File: src/srg_pkg.sv
// Shared types, constants and helpers of the subtractive random generator.
// No dependencies; imported by the top, the sequencer and the checker.
package srg_pkg;

  localparam int unsigned MODULUS     = 1000000000;
  localparam int unsigned GOLDEN_SEED = 161803398;
  localparam int unsigned SCATTER     = 21;
  localparam int unsigned LAG_LEN     = 55;
  localparam int unsigned LAG_OFFSET  = 30;
  localparam int unsigned TRAIL_START = 31;
  localparam int unsigned TABLE_DEPTH = 56;
  localparam int unsigned WARM_PASSES = 4;

  localparam int unsigned VALUE_W = 30;
  localparam int unsigned SEED_W  = 31;
  localparam int unsigned PTR_W   = $clog2(TABLE_DEPTH);

  typedef logic [VALUE_W-1:0] value_t;
  typedef logic [PTR_W-1:0]   ptr_t;

  // table port requests from the sequencer
  typedef struct packed {
    logic   we;
    ptr_t   waddr;
    value_t wdata;
    ptr_t   raddr_a;
    ptr_t   raddr_b;
  } srg_mem_req_t;

  // one finished draw handed to the output register
  typedef struct packed {
    logic   valid;
    value_t value;
    logic   did_seed;
  } srg_result_t;

  // a - b modulo 10^9, both operands below 10^9
  function automatic value_t sub_mod(input value_t a, input value_t b);
    logic [VALUE_W:0] sum;
    begin
      if (a >= b) begin
        sum = {1'b0, a} - {1'b0, b};
      end else begin
        sum = {1'b0, a} + (VALUE_W+1)'(MODULUS) - {1'b0, b};
      end
      sub_mod = sum[VALUE_W-1:0];
    end
  endfunction

  // pointer advance, wrapping past the last entry to 1
  function automatic ptr_t ptr_inc(input ptr_t p);
    begin
      if (p == ptr_t'(TABLE_DEPTH - 1)) begin
        ptr_inc = ptr_t'(1);
      end else begin
        ptr_inc = p + ptr_t'(1);
      end
    end
  endfunction

endpackage

File: src/subtractive_random_generator_unit.sv
// Top level of the subtractive random generator: lag table RAM, sequencer
// and output register. Uses srg_pkg, srg_ram and srg_seq.
//
// Usage:
//   Slave channel s_*: one item per requested draw. s_tuser is the op
//   (0 draw, 1 reseed then draw), s_tdata carries the seed magnitude.
//   Master channel m_*: one item per input item, m_tdata the value in
//   units of 1e-9, m_tuser set when the table was reseeded first.
//   A plain draw: the table read is issued in the cycle the item is
//   accepted; the difference is written back and registered for output
//   once the output register is free, and only then is a new item taken.
//   A reseed (or the first draw after reset) runs an init write of entry
//   55, a scatter of 54 writes and 4 warm-up passes of 55 read/write
//   pairs before the draw. s_tready is low for the whole sequence.
//   Reset returns the pointers to their start and clears the seeded
//   flag; the table is not cleared, the first item always seeds it.
//   When m_tready is low the result waits in the output register; one
//   more item is taken meanwhile and holds before its write-back.
module subtractive_random_generator_unit import srg_pkg::*; (
  input  logic        clk,
  input  logic        rst,
  input  logic        s_tvalid,
  output logic        s_tready,
  input  logic [31:0] s_tdata,   // [30:0] seed_magnitude
  input  logic        s_tuser,   // [0] op
  output logic        m_tvalid,
  input  logic        m_tready,
  output logic [31:0] m_tdata,   // [29:0] value
  output logic        m_tuser    // [0] did_seed
);

  srg_mem_req_t mem_req;
  srg_result_t  result;
  value_t       rdata_a;
  value_t       rdata_b;
  logic         out_free;
  value_t       out_value;
  logic         out_did_seed;

  assign out_free = !m_tvalid || m_tready;

  srg_ram #(
    .WIDTH (VALUE_W),
    .DEPTH (TABLE_DEPTH)
  ) u_ram (
    .clk     (clk),
    .we      (mem_req.we),
    .waddr   (mem_req.waddr),
    .wdata   (mem_req.wdata),
    .raddr_a (mem_req.raddr_a),
    .raddr_b (mem_req.raddr_b),
    .rdata_a (rdata_a),
    .rdata_b (rdata_b)
  );

  srg_seq u_seq (
    .clk      (clk),
    .rst      (rst),
    .in_valid (s_tvalid),
    .in_ready (s_tready),
    .in_op    (s_tuser),
    .in_seed  (s_tdata[SEED_W-1:0]),
    .out_free (out_free),
    .rdata_a  (rdata_a),
    .rdata_b  (rdata_b),
    .mem_req  (mem_req),
    .result   (result)
  );

  always_ff @(posedge clk) begin
    if (rst) begin
      m_tvalid <= 1'b0;
    end else if (result.valid) begin
      m_tvalid <= 1'b1;
    end else if (m_tready) begin
      m_tvalid <= 1'b0;
    end
  end

  always_ff @(posedge clk) begin
    if (result.valid) begin
      out_value    <= result.value;
      out_did_seed <= result.did_seed;
    end
  end

  assign m_tdata = {{(32 - VALUE_W){1'b0}}, out_value};
  assign m_tuser = out_did_seed;

endmodule

File: src/srg_ram.sv
// Generic RAM: one write port, two read ports, registered read data.
// No dependencies.
module srg_ram #(
  parameter int WIDTH = 30,
  parameter int DEPTH = 56
) (
  input  logic                     clk,
  input  logic                     we,
  input  logic [$clog2(DEPTH)-1:0] waddr,
  input  logic [WIDTH-1:0]         wdata,
  input  logic [$clog2(DEPTH)-1:0] raddr_a,
  input  logic [$clog2(DEPTH)-1:0] raddr_b,
  output logic [WIDTH-1:0]         rdata_a,
  output logic [WIDTH-1:0]         rdata_b
);

  logic [WIDTH-1:0] mem [DEPTH];

  always_ff @(posedge clk) begin
    if (we) begin
      mem[waddr] <= wdata;
    end
    rdata_a <= mem[raddr_a];
    rdata_b <= mem[raddr_b];
  end

endmodule

File: src/srg_seq.sv
// Sequencer of the generator: seeding sweep of plain writes, then warm-up
// passes and draws as read-modify-write on the lag table. Uses srg_pkg.
module srg_seq import srg_pkg::*; (
  input  logic                clk,
  input  logic                rst,
  input  logic                in_valid,
  output logic                in_ready,
  input  logic                in_op,
  input  logic [SEED_W-1:0]   in_seed,
  input  logic                out_free,
  input  value_t              rdata_a,
  input  value_t              rdata_b,
  output srg_mem_req_t        mem_req,
  output srg_result_t         result
);

  localparam logic [2:0] S_IDLE    = 3'd0;
  localparam logic [2:0] S_INIT    = 3'd1;
  localparam logic [2:0] S_SCAT    = 3'd2;
  localparam logic [2:0] S_WARM_RD = 3'd3;
  localparam logic [2:0] S_WARM_WR = 3'd4;
  localparam logic [2:0] S_DRAW_RD = 3'd5;
  localparam logic [2:0] S_DRAW_WR = 3'd6;

  localparam int PASS_W = $clog2(WARM_PASSES);

  logic [2:0]        state;
  logic [2:0]        state_next;
  ptr_t              lead;
  ptr_t              trail;
  logic              seeded;
  logic              did_seed;
  logic [SEED_W-1:0] seed_mag;
  value_t            cur;
  value_t            prev;
  ptr_t              pos;
  ptr_t              cnt;
  logic [PASS_W-1:0] pass;

  logic              accept;
  logic              need_seed;
  logic [SEED_W-1:0] seed_gap;
  value_t            cur0;
  logic [PTR_W:0]    pos_sum;
  ptr_t              pos_next;
  ptr_t              partner;
  value_t            diff;

  assign in_ready  = (state == S_IDLE);
  assign accept    = in_valid && in_ready;
  assign need_seed = in_op || !seeded;

  // distance to the golden constant, then one reduction step
  always_comb begin
    if (seed_mag >= SEED_W'(GOLDEN_SEED)) begin
      seed_gap = seed_mag - SEED_W'(GOLDEN_SEED);
    end else begin
      seed_gap = SEED_W'(GOLDEN_SEED) - seed_mag;
    end
    if (seed_gap >= SEED_W'(MODULUS)) begin
      cur0 = VALUE_W'(seed_gap - SEED_W'(MODULUS));
    end else begin
      cur0 = VALUE_W'(seed_gap);
    end
  end

  assign pos_sum  = {1'b0, pos} + (PTR_W+1)'(SCATTER);
  assign pos_next = (pos_sum >= (PTR_W+1)'(LAG_LEN)) ?
                    PTR_W'(pos_sum - (PTR_W+1)'(LAG_LEN)) : PTR_W'(pos_sum);

  // entry 1 + (i + 30) mod 55
  assign partner = (cnt <= ptr_t'(LAG_LEN - LAG_OFFSET - 1)) ?
                   cnt + ptr_t'(LAG_OFFSET + 1) :
                   cnt - ptr_t'(LAG_LEN - LAG_OFFSET - 1);

  assign diff = sub_mod(rdata_a, rdata_b);

  always_comb begin
    state_next      = state;
    mem_req.we      = 1'b0;
    mem_req.waddr   = lead;
    mem_req.wdata   = diff;
    mem_req.raddr_a = ptr_inc(lead);
    mem_req.raddr_b = ptr_inc(trail);
    result.valid    = 1'b0;
    result.value    = diff;
    result.did_seed = did_seed;
    case (state)
      S_IDLE: begin
        if (accept) begin
          state_next = need_seed ? S_INIT : S_DRAW_WR;
        end
      end
      S_INIT: begin
        mem_req.we    = 1'b1;
        mem_req.waddr = ptr_t'(LAG_LEN);
        mem_req.wdata = cur0;
        state_next    = S_SCAT;
      end
      S_SCAT: begin
        mem_req.we    = 1'b1;
        mem_req.waddr = pos;
        mem_req.wdata = prev;
        if (cnt == ptr_t'(LAG_LEN - 1)) begin
          state_next = S_WARM_RD;
        end
      end
      S_WARM_RD: begin
        mem_req.raddr_a = cnt;
        mem_req.raddr_b = partner;
        state_next      = S_WARM_WR;
      end
      S_WARM_WR: begin
        mem_req.raddr_a = cnt;
        mem_req.raddr_b = partner;
        mem_req.we      = 1'b1;
        mem_req.waddr   = cnt;
        if (cnt == ptr_t'(LAG_LEN) && pass == PASS_W'(WARM_PASSES - 1)) begin
          state_next = S_DRAW_RD;
        end else begin
          state_next = S_WARM_RD;
        end
      end
      S_DRAW_RD: begin
        state_next = S_DRAW_WR;
      end
      S_DRAW_WR: begin
        // re-read the same entries while the output slot is busy
        mem_req.raddr_a = lead;
        mem_req.raddr_b = trail;
        if (out_free) begin
          mem_req.we   = 1'b1;
          result.valid = 1'b1;
          state_next   = S_IDLE;
        end
      end
      default: begin
        state_next = S_IDLE;
      end
    endcase
  end

  always_ff @(posedge clk) begin
    if (rst) begin
      state  <= S_IDLE;
      lead   <= '0;
      trail  <= ptr_t'(TRAIL_START);
      seeded <= 1'b0;
    end else begin
      state <= state_next;
      case (state)
        S_IDLE: begin
          if (accept && !need_seed) begin
            lead  <= ptr_inc(lead);
            trail <= ptr_inc(trail);
          end
        end
        S_WARM_WR: begin
          if (state_next == S_DRAW_RD) begin
            lead   <= '0;
            trail  <= ptr_t'(TRAIL_START);
            seeded <= 1'b1;
          end
        end
        S_DRAW_RD: begin
          lead  <= ptr_inc(lead);
          trail <= ptr_inc(trail);
        end
        default: begin
        end
      endcase
    end
  end

  // datapath registers, no reset needed
  always_ff @(posedge clk) begin
    case (state)
      S_IDLE: begin
        if (accept) begin
          seed_mag <= in_seed;
          did_seed <= need_seed;
        end
      end
      S_INIT: begin
        cur  <= cur0;
        prev <= value_t'(1);
        pos  <= ptr_t'(SCATTER);
        cnt  <= ptr_t'(1);
      end
      S_SCAT: begin
        prev <= sub_mod(cur, prev);
        cur  <= prev;
        pos  <= pos_next;
        if (cnt == ptr_t'(LAG_LEN - 1)) begin
          cnt  <= ptr_t'(1);
          pass <= '0;
        end else begin
          cnt <= cnt + ptr_t'(1);
        end
      end
      S_WARM_WR: begin
        if (cnt == ptr_t'(LAG_LEN)) begin
          cnt  <= ptr_t'(1);
          pass <= pass + PASS_W'(1);
        end else begin
          cnt <= cnt + ptr_t'(1);
        end
      end
      default: begin
      end
    endcase
  end

endmodule

File: config.mk
export PLATFORM = sky130hd
export DESIGN_NAME = subtractive_random_generator_unit
export DESIGN_NICKNAME = d
export VERILOG_FILES = /design/src/srg_pkg.sv /design/src/subtractive_random_generator_unit.sv /design/src/srg_ram.sv /design/src/srg_seq.sv
export SDC_FILE = /design/constraint.sdc
export NUM_CORES = 2
export LEC_CHECK = 0
export BUFFER_PORTS_ARGS = -buffer_cell sky130_fd_sc_hd__clkbuf_2
export CAP_MARGIN = 5
export CORE_MARGIN = 2
export CORE_UTILIZATION = 55
export CTS_CLUSTER_DIAMETER = 120
export CTS_CLUSTER_SIZE = 14
export DETAILED_ROUTE_END_ITERATION = 8
export PLACE_DENSITY = 0.71
export REMOVE_ABC_BUFFERS = 1
export SETUP_SLACK_MARGIN = 0.3
export SLEW_MARGIN = 20
export SYNTH_ARGS = -nofsm -noshare
export SYNTH_HDL_FRONTEND = slang
export SYNTH_HIERARCHICAL = 1
export SYNTH_SLANG_ARGS = --single-unit
File: constraint.sdc
create_clock -name clk -period 8.75 [get_ports clk]
set_input_delay 0.875 -clock clk [delete_from_list [all_inputs] [get_ports clk]]
set_output_delay 0.875 -clock clk [all_outputs]
set_load 0.1 [all_outputs]
; Word-level counts from Yosys, hierarchy flattened
; Memories as Yosys holds them, arrays and structs flattened. A register that Yosys moved wholly into a read port is not among the register bits.
; Index checks and enable logic that the tools add are counted.
[word_totals]
reg_bits = 154
ram_bits = 1680
memories = 1
[op_classes]
addsub = 17
order_cmp = 6
n_eq_ne = 16
n_mux = 39
n_reduce_logical = 20
[memory_table]
columns = memory, depth, width, rd, rd_clocked_by_memory_dff, wr, line_no
row1 = u_ram.mem, 56, 30, 2, 2, 1, srg_ram.sv:17  ; logic [WIDTH-1:0] mem [DEPTH];
[op_table]
columns = op, count
row1 = $pmux W30 S2, 3
row2 = $sub A30 B30 Y30, 4
row3 = $mux W30, 3
row4 = $pmux W6 S3, 4
row5 = $add A30 B30 Y30 const B, 2
row6 = $ge A30 B30 Y1, 2
row7 = $mux W6, 10
row8 = $ge A31 B28 Y1 const B, 1
row9 = $ge A31 B30 Y1 const B, 1
row10 = $mux W31, 1
row11 = $sub A28 B31 Y31 const A, 1
row12 = $sub A31 B28 Y31 const B, 1
row13 = $sub A30 B30 Y30 const B, 1
row14 = $eq A6 B6 Y1 const B, 4
row15 = $pmux W12 S2, 1
row16 = $pmux W3 S7, 1
row17 = $add A6 B1 Y6 const B, 3
row18 = $mux W3, 5
row19 = $eq A3 B3 Y1 const B, 4
row20 = $pmux W6 S2, 1
row21 = $add A6 B5 Y7 const B, 1
row22 = $ge A7 B6 Y1 const B, 1
row23 = $add A6 B5 Y6 const B, 1
row24 = $eq A3 B2 Y1 const B, 2
row25 = other kinds (22), 40

; Longest topological paths before layout
[logic_depth]
ltp_word = 8
depth_mapped = 20

; Modules after synthesis
; Netlist, hierarchy kept.
[modules_own_cells]
columns = mod, n_inst, cells_each, area_each_um2
row1 = srg_ram, 1, 3873, 78499.0
row2 = srg_seq, 1, 1981, 15741.3
row3 = subtractive_random_generator_unit, 1, 38, 996.0

; Worst setup path before layout
; Ideal clock, no wire load.
[synth_path]
kind = register to register
start = register u_seq.seed_mag[1]
end = memory u_ram.mem[0][23], data pin
setup_time_ns = 0.640
t_arrival_ns = 6.080
required_time_ns = 8.110
slack_ns = 2.030
path_stages_with_launch = 19
n_path_buf = 2
synth_period_minus_slack_ns = 6.720
path_cell_list = edfxtp_1 -> ha_1 -> clkbuf_1 -> nor3_1 -> a21oi_1 -> o21a_2 -> a211oi_4 -> buf_6 -> mux2i_1 -> xor2_1 -> inv_1 -> ha_1 -> a221oi_1 -> o21ai_0 -> nand3_1 -> a21oi_2 -> a21oi_1 -> xnor2_1 -> o21ai_0
[synth_lines]
columns = element, line_no
row1 = from (decl), srg_seq.sv:33  ; logic [SEED_W-1:0] seed_mag;
row2 = from (signal assigned), srg_seq.sv:180  ; seed_mag <= in_seed;
row3 = to (decl), srg_ram.sv:17

==> summary.md <==
| Metric | Value |
|---|---|
| Status | `finished, final reports clean` |
| Dpl hpwl | `171 mm` |
| Share of cells above drive strength 1 | `0.225` |
| Synth Flop Type | `edfxtp_1` |
| WL final | `281 mm` |
| Int Power | `18.2 mW` |
| Global-route usage over all layers | `0.319` |
| Vias per inst | `7.09` |
| Rows | `152` |
| Cell count after synthesis | `5892` |
| CORE AREA | `172000 sq um` |
| Comb power frac | `0.276` |
| Final Hold Fails | `0` |
| 1st-pass router iterations | `7` |
| CTS tree | `yes` |
| Post-synth EDFFs | `1817` |
| Clock root cell | `clkbuf_16` |
| Placed insts | `8040` |
| Minimum clock period | `6.98 ns` |
| Worst slew margin | `0.227` |
| Clk_skew | `0.0438 ns` |
| Worst Setup SP | `u_seq/seed_mag[5]$_DFFE_PP_` |
| Clock-pin slew on the worst setup and hold paths | `0.07 ns` |
| Post-Syn Area | `95200 sq um` |
| CP Capture Type | `register` |
| Post-route DRC violation count | `0` |
| Antenna-violating nets left | `0` |
| Clk Latency, worst-skew pair | `0.83 ns` |
| Die Height | `420 um` |
| Register area | `56100 sq um` |
| CP max stage delay | `0.97 ns` |
| Crit-path cells | `nor4_4, a21oi_1, o21a_2, a211oi_4, mux2i_1, xor2_1, inv_1, ha_1, a221oi_1, o21ai_0, nand3_1, a21oi_2, a31oi_4, nor2_2, xnor2_1, a221o_2` |
| Design area | `103000 sq um` |
| Switching power | `8.77 mW` |
| Initial cell density of the core | `0.555` |
| Setup TNS | `0 ns` |
| Number of max-cap violations | `0` |
| Post-CTS Setup Bufs | `0` |
| Clk buf depth | `3` |
| Cts repair resizes | `0` |
| Crit path launch type | `register` |
| CP Data Arrival Time | `7.45 ns` |
| TritonCTS Buffers | `153` |
| Worst VDD drop | `294 uV` |
| Htree depth | `4` |
| Multi-input logic area | `37100 sq um` |
| Register bit total from synthesis | `1894` |
| WL per Instance | `33.9 um` |
| Critical path peak fanout | `56` |
| Crit path max-delay family | `compound AO/OA/AOI/OAI gates` |
| RSZ-0062 raised after global routing | `no` |
| First-pass GRT wire length | `401 mm` |
| Antenna violations before repair | `14` |
| Drt first-iter violations | `8411` |
| IO Port Bufs | `68` |
| Fmax | `143 MHz` |
| Most frequent cells in the layout | `edfxtp_1, mux4_2, mux2i_1, nand2_1, inv_1` |
| Final GP Congestion | `0.916` |
| Routed via count | `58689` |
| Syn-to-layout area delta | `8.33%` |
| Vias in the first global route | `57686` |
| Post-Layout Cell Count | `8277` |
| FILL cells | `12509` |
| Final setup fails | `0` |
| Period utilisation layout | `0.798` |
| Crit path max-delay cell type | `a221o_2` |
| Hold WS | `0.220 ns` |
| Req. time, crit path | `9.22 ns` |
| Syn. warnings | `6` |
| Sw frac | `0.325` |
| Final Max Slew Viols | `0` |
| Lkg Pwr | `32.1 nW` |
| Hold Crit Class | `in2reg` |
| CTS sink count | `1894` |
| CTS Hold Buffers Added | `0` |
| Final Util | `0.601` |
| Fin nets | `6114` |
| GRT overflow | `0` |
| Full die area | `177000 sq um` |
| Unique masters post-synth | `97` |
| Reg power frac | `0.485` |
| Placed cell area | `98800 sq um` |
| Worst-Margin Slew | `1.15 ns` |
| Worst R2R Start | `u_seq/seed_mag[5]$_DFFE_PP_` |
| Most common cell after layout, fill and taps aside | `edfxtp_1` |
| CP Class | `reg2reg` |
| Clock Power Share | `0.239` |
| Largest net degree at the start of global routing | `110` |
| I/O Pins | `72` |
| Pwr per Cell Area | `262 nW/um^2` |
| Ys async rst share | `0` |
| Die W | `420 um` |
| Mean post-synth cell area | `16.2 sq um` |
| CP bufs+invs | `1` |
| HP Start | `s_tdata[15]` |
| Sequential fraction of the synthesis area | `0.589` |
[sequential cells by signal, indices dropped and copies added (netlist names)]
register        cells
u_seq/seeded        1
u_ram/rdata_b      30
u_seq/state         3
u_seq/cnt           6
u_seq/lead          6
u_ram/mem        1680
u_seq/did_seed      1
m_tvalid            1
u_seq/pass          2
u_ram/rdata_a      30
m_tuser             1
out_value          30
u_seq/cur          30
u_seq/prev         30
u_seq/seed_mag     31
u_seq/pos           6
u_seq/trail         6
[power groups by stage]
stage | clock network (mW) | registers [mW] | logic (mW)
after floorplan | 0 | 13.4 | 5.50
after global placement | 0 | 13.3 | 7.04
after detailed placement | 0 | 13.3 | 7.25
after CTS | 6.51 | 13.1 | 7.26
after global routing | 6.82 | 13.1 | 7.98
final | 6.45 | 13.1 | 7.44
[metal layers]
metal	share of wire	vias to the layer above	GRT usage
li1	-	23979	-
met1	0.36	30193	0.419
met2	0.46	3820	0.494
met3	0.13	681	0.101
met4	0.048	16	0.135
met5	0.00039	-	0
[Yosys cell counts, types with 111 or more instances]
master / number / area share
nand2_1: 256 / 0.010
edfxtp_1: 1817 / 0.57
a21oi_1: 188 / 0.0099
mux4_2: 771 / 0.18
nor2_1: 277 / 0.011
ha_1: 155 / 0.020
xnor2_1: 111 / 0.010
mux2i_1: 350 / 0.037
clkbuf_1: 163 / 0.0064
o21ai_0: 117 / 0.0061
buf_2: 152 / 0.0080
inv_1: 244 / 0.0096
[worst reg2reg max path, cell delays in order (launching register included)]
cell      delay [ns]
edfxtp_1        0.52
nor4_4          0.74
a21oi_1         0.40
o21a_2          0.36
a211oi_4        0.52
mux2i_1         0.30
xor2_1          0.47
inv_1           0.10
ha_1            0.24
a221oi_1        0.40
o21ai_0         0.18
nand3_1         0.16
a21oi_2         0.11
a31oi_4         0.49
nor2_2          0.12
xnor2_1         0.49
a221o_2         0.97
[logic make-up (layout without fill, tap and decap cells)]
family	after synthesis	in the layout	share of synthesized area
DFF	1894	1894	0.589
adders and majority gates	191	191	0.0279
other	1	4	0.0000394
AOI/OAI and AO/OA	1015	1015	0.0747
xor gates and xnor gates	164	164	0.0152
muxes	1136	1136	0.221
and+or+nand+nor	852	852	0.0421
buffers and inverters	639	711	0.0300
[final timing paths]
check / end / slack (ns) / depth (start not counted)
min reg2reg: m_tuser$_DFFE_PP_ / 0.44 / 0
min: u_seq/seed_mag[15]$_DFFE_PP_ / 0.22 / 1
max: u_ram/mem[25][9]$_DFFE_PP_ / 1.77 / 16
max reg2reg: u_ram/mem[25][9]$_DFFE_PP_ / 1.77 / 16
[final cells by class]
class	instances	area share
clock inverter	10	0.00109
timing repair buffer	232	0.0178
tap	2310	0.0280
sequential	1894	0.544
antenna	2	0.0000485
inverter	245	0.00896
multi-input combinational	3360	0.360
clock buffer	224	0.0405
[through the flow]
stage          total power, mW  setup slack [ns]
6_report                  27.0              1.77
5_1_grt                   27.9              1.45
4_1_cts                   26.9              1.87
3_5_place_dp              20.6              1.93
3_3_place_gp              20.3              2.10
2_1_floorplan             18.9            -46.86
No activity file was read; power rests on OpenSTA's default activity.
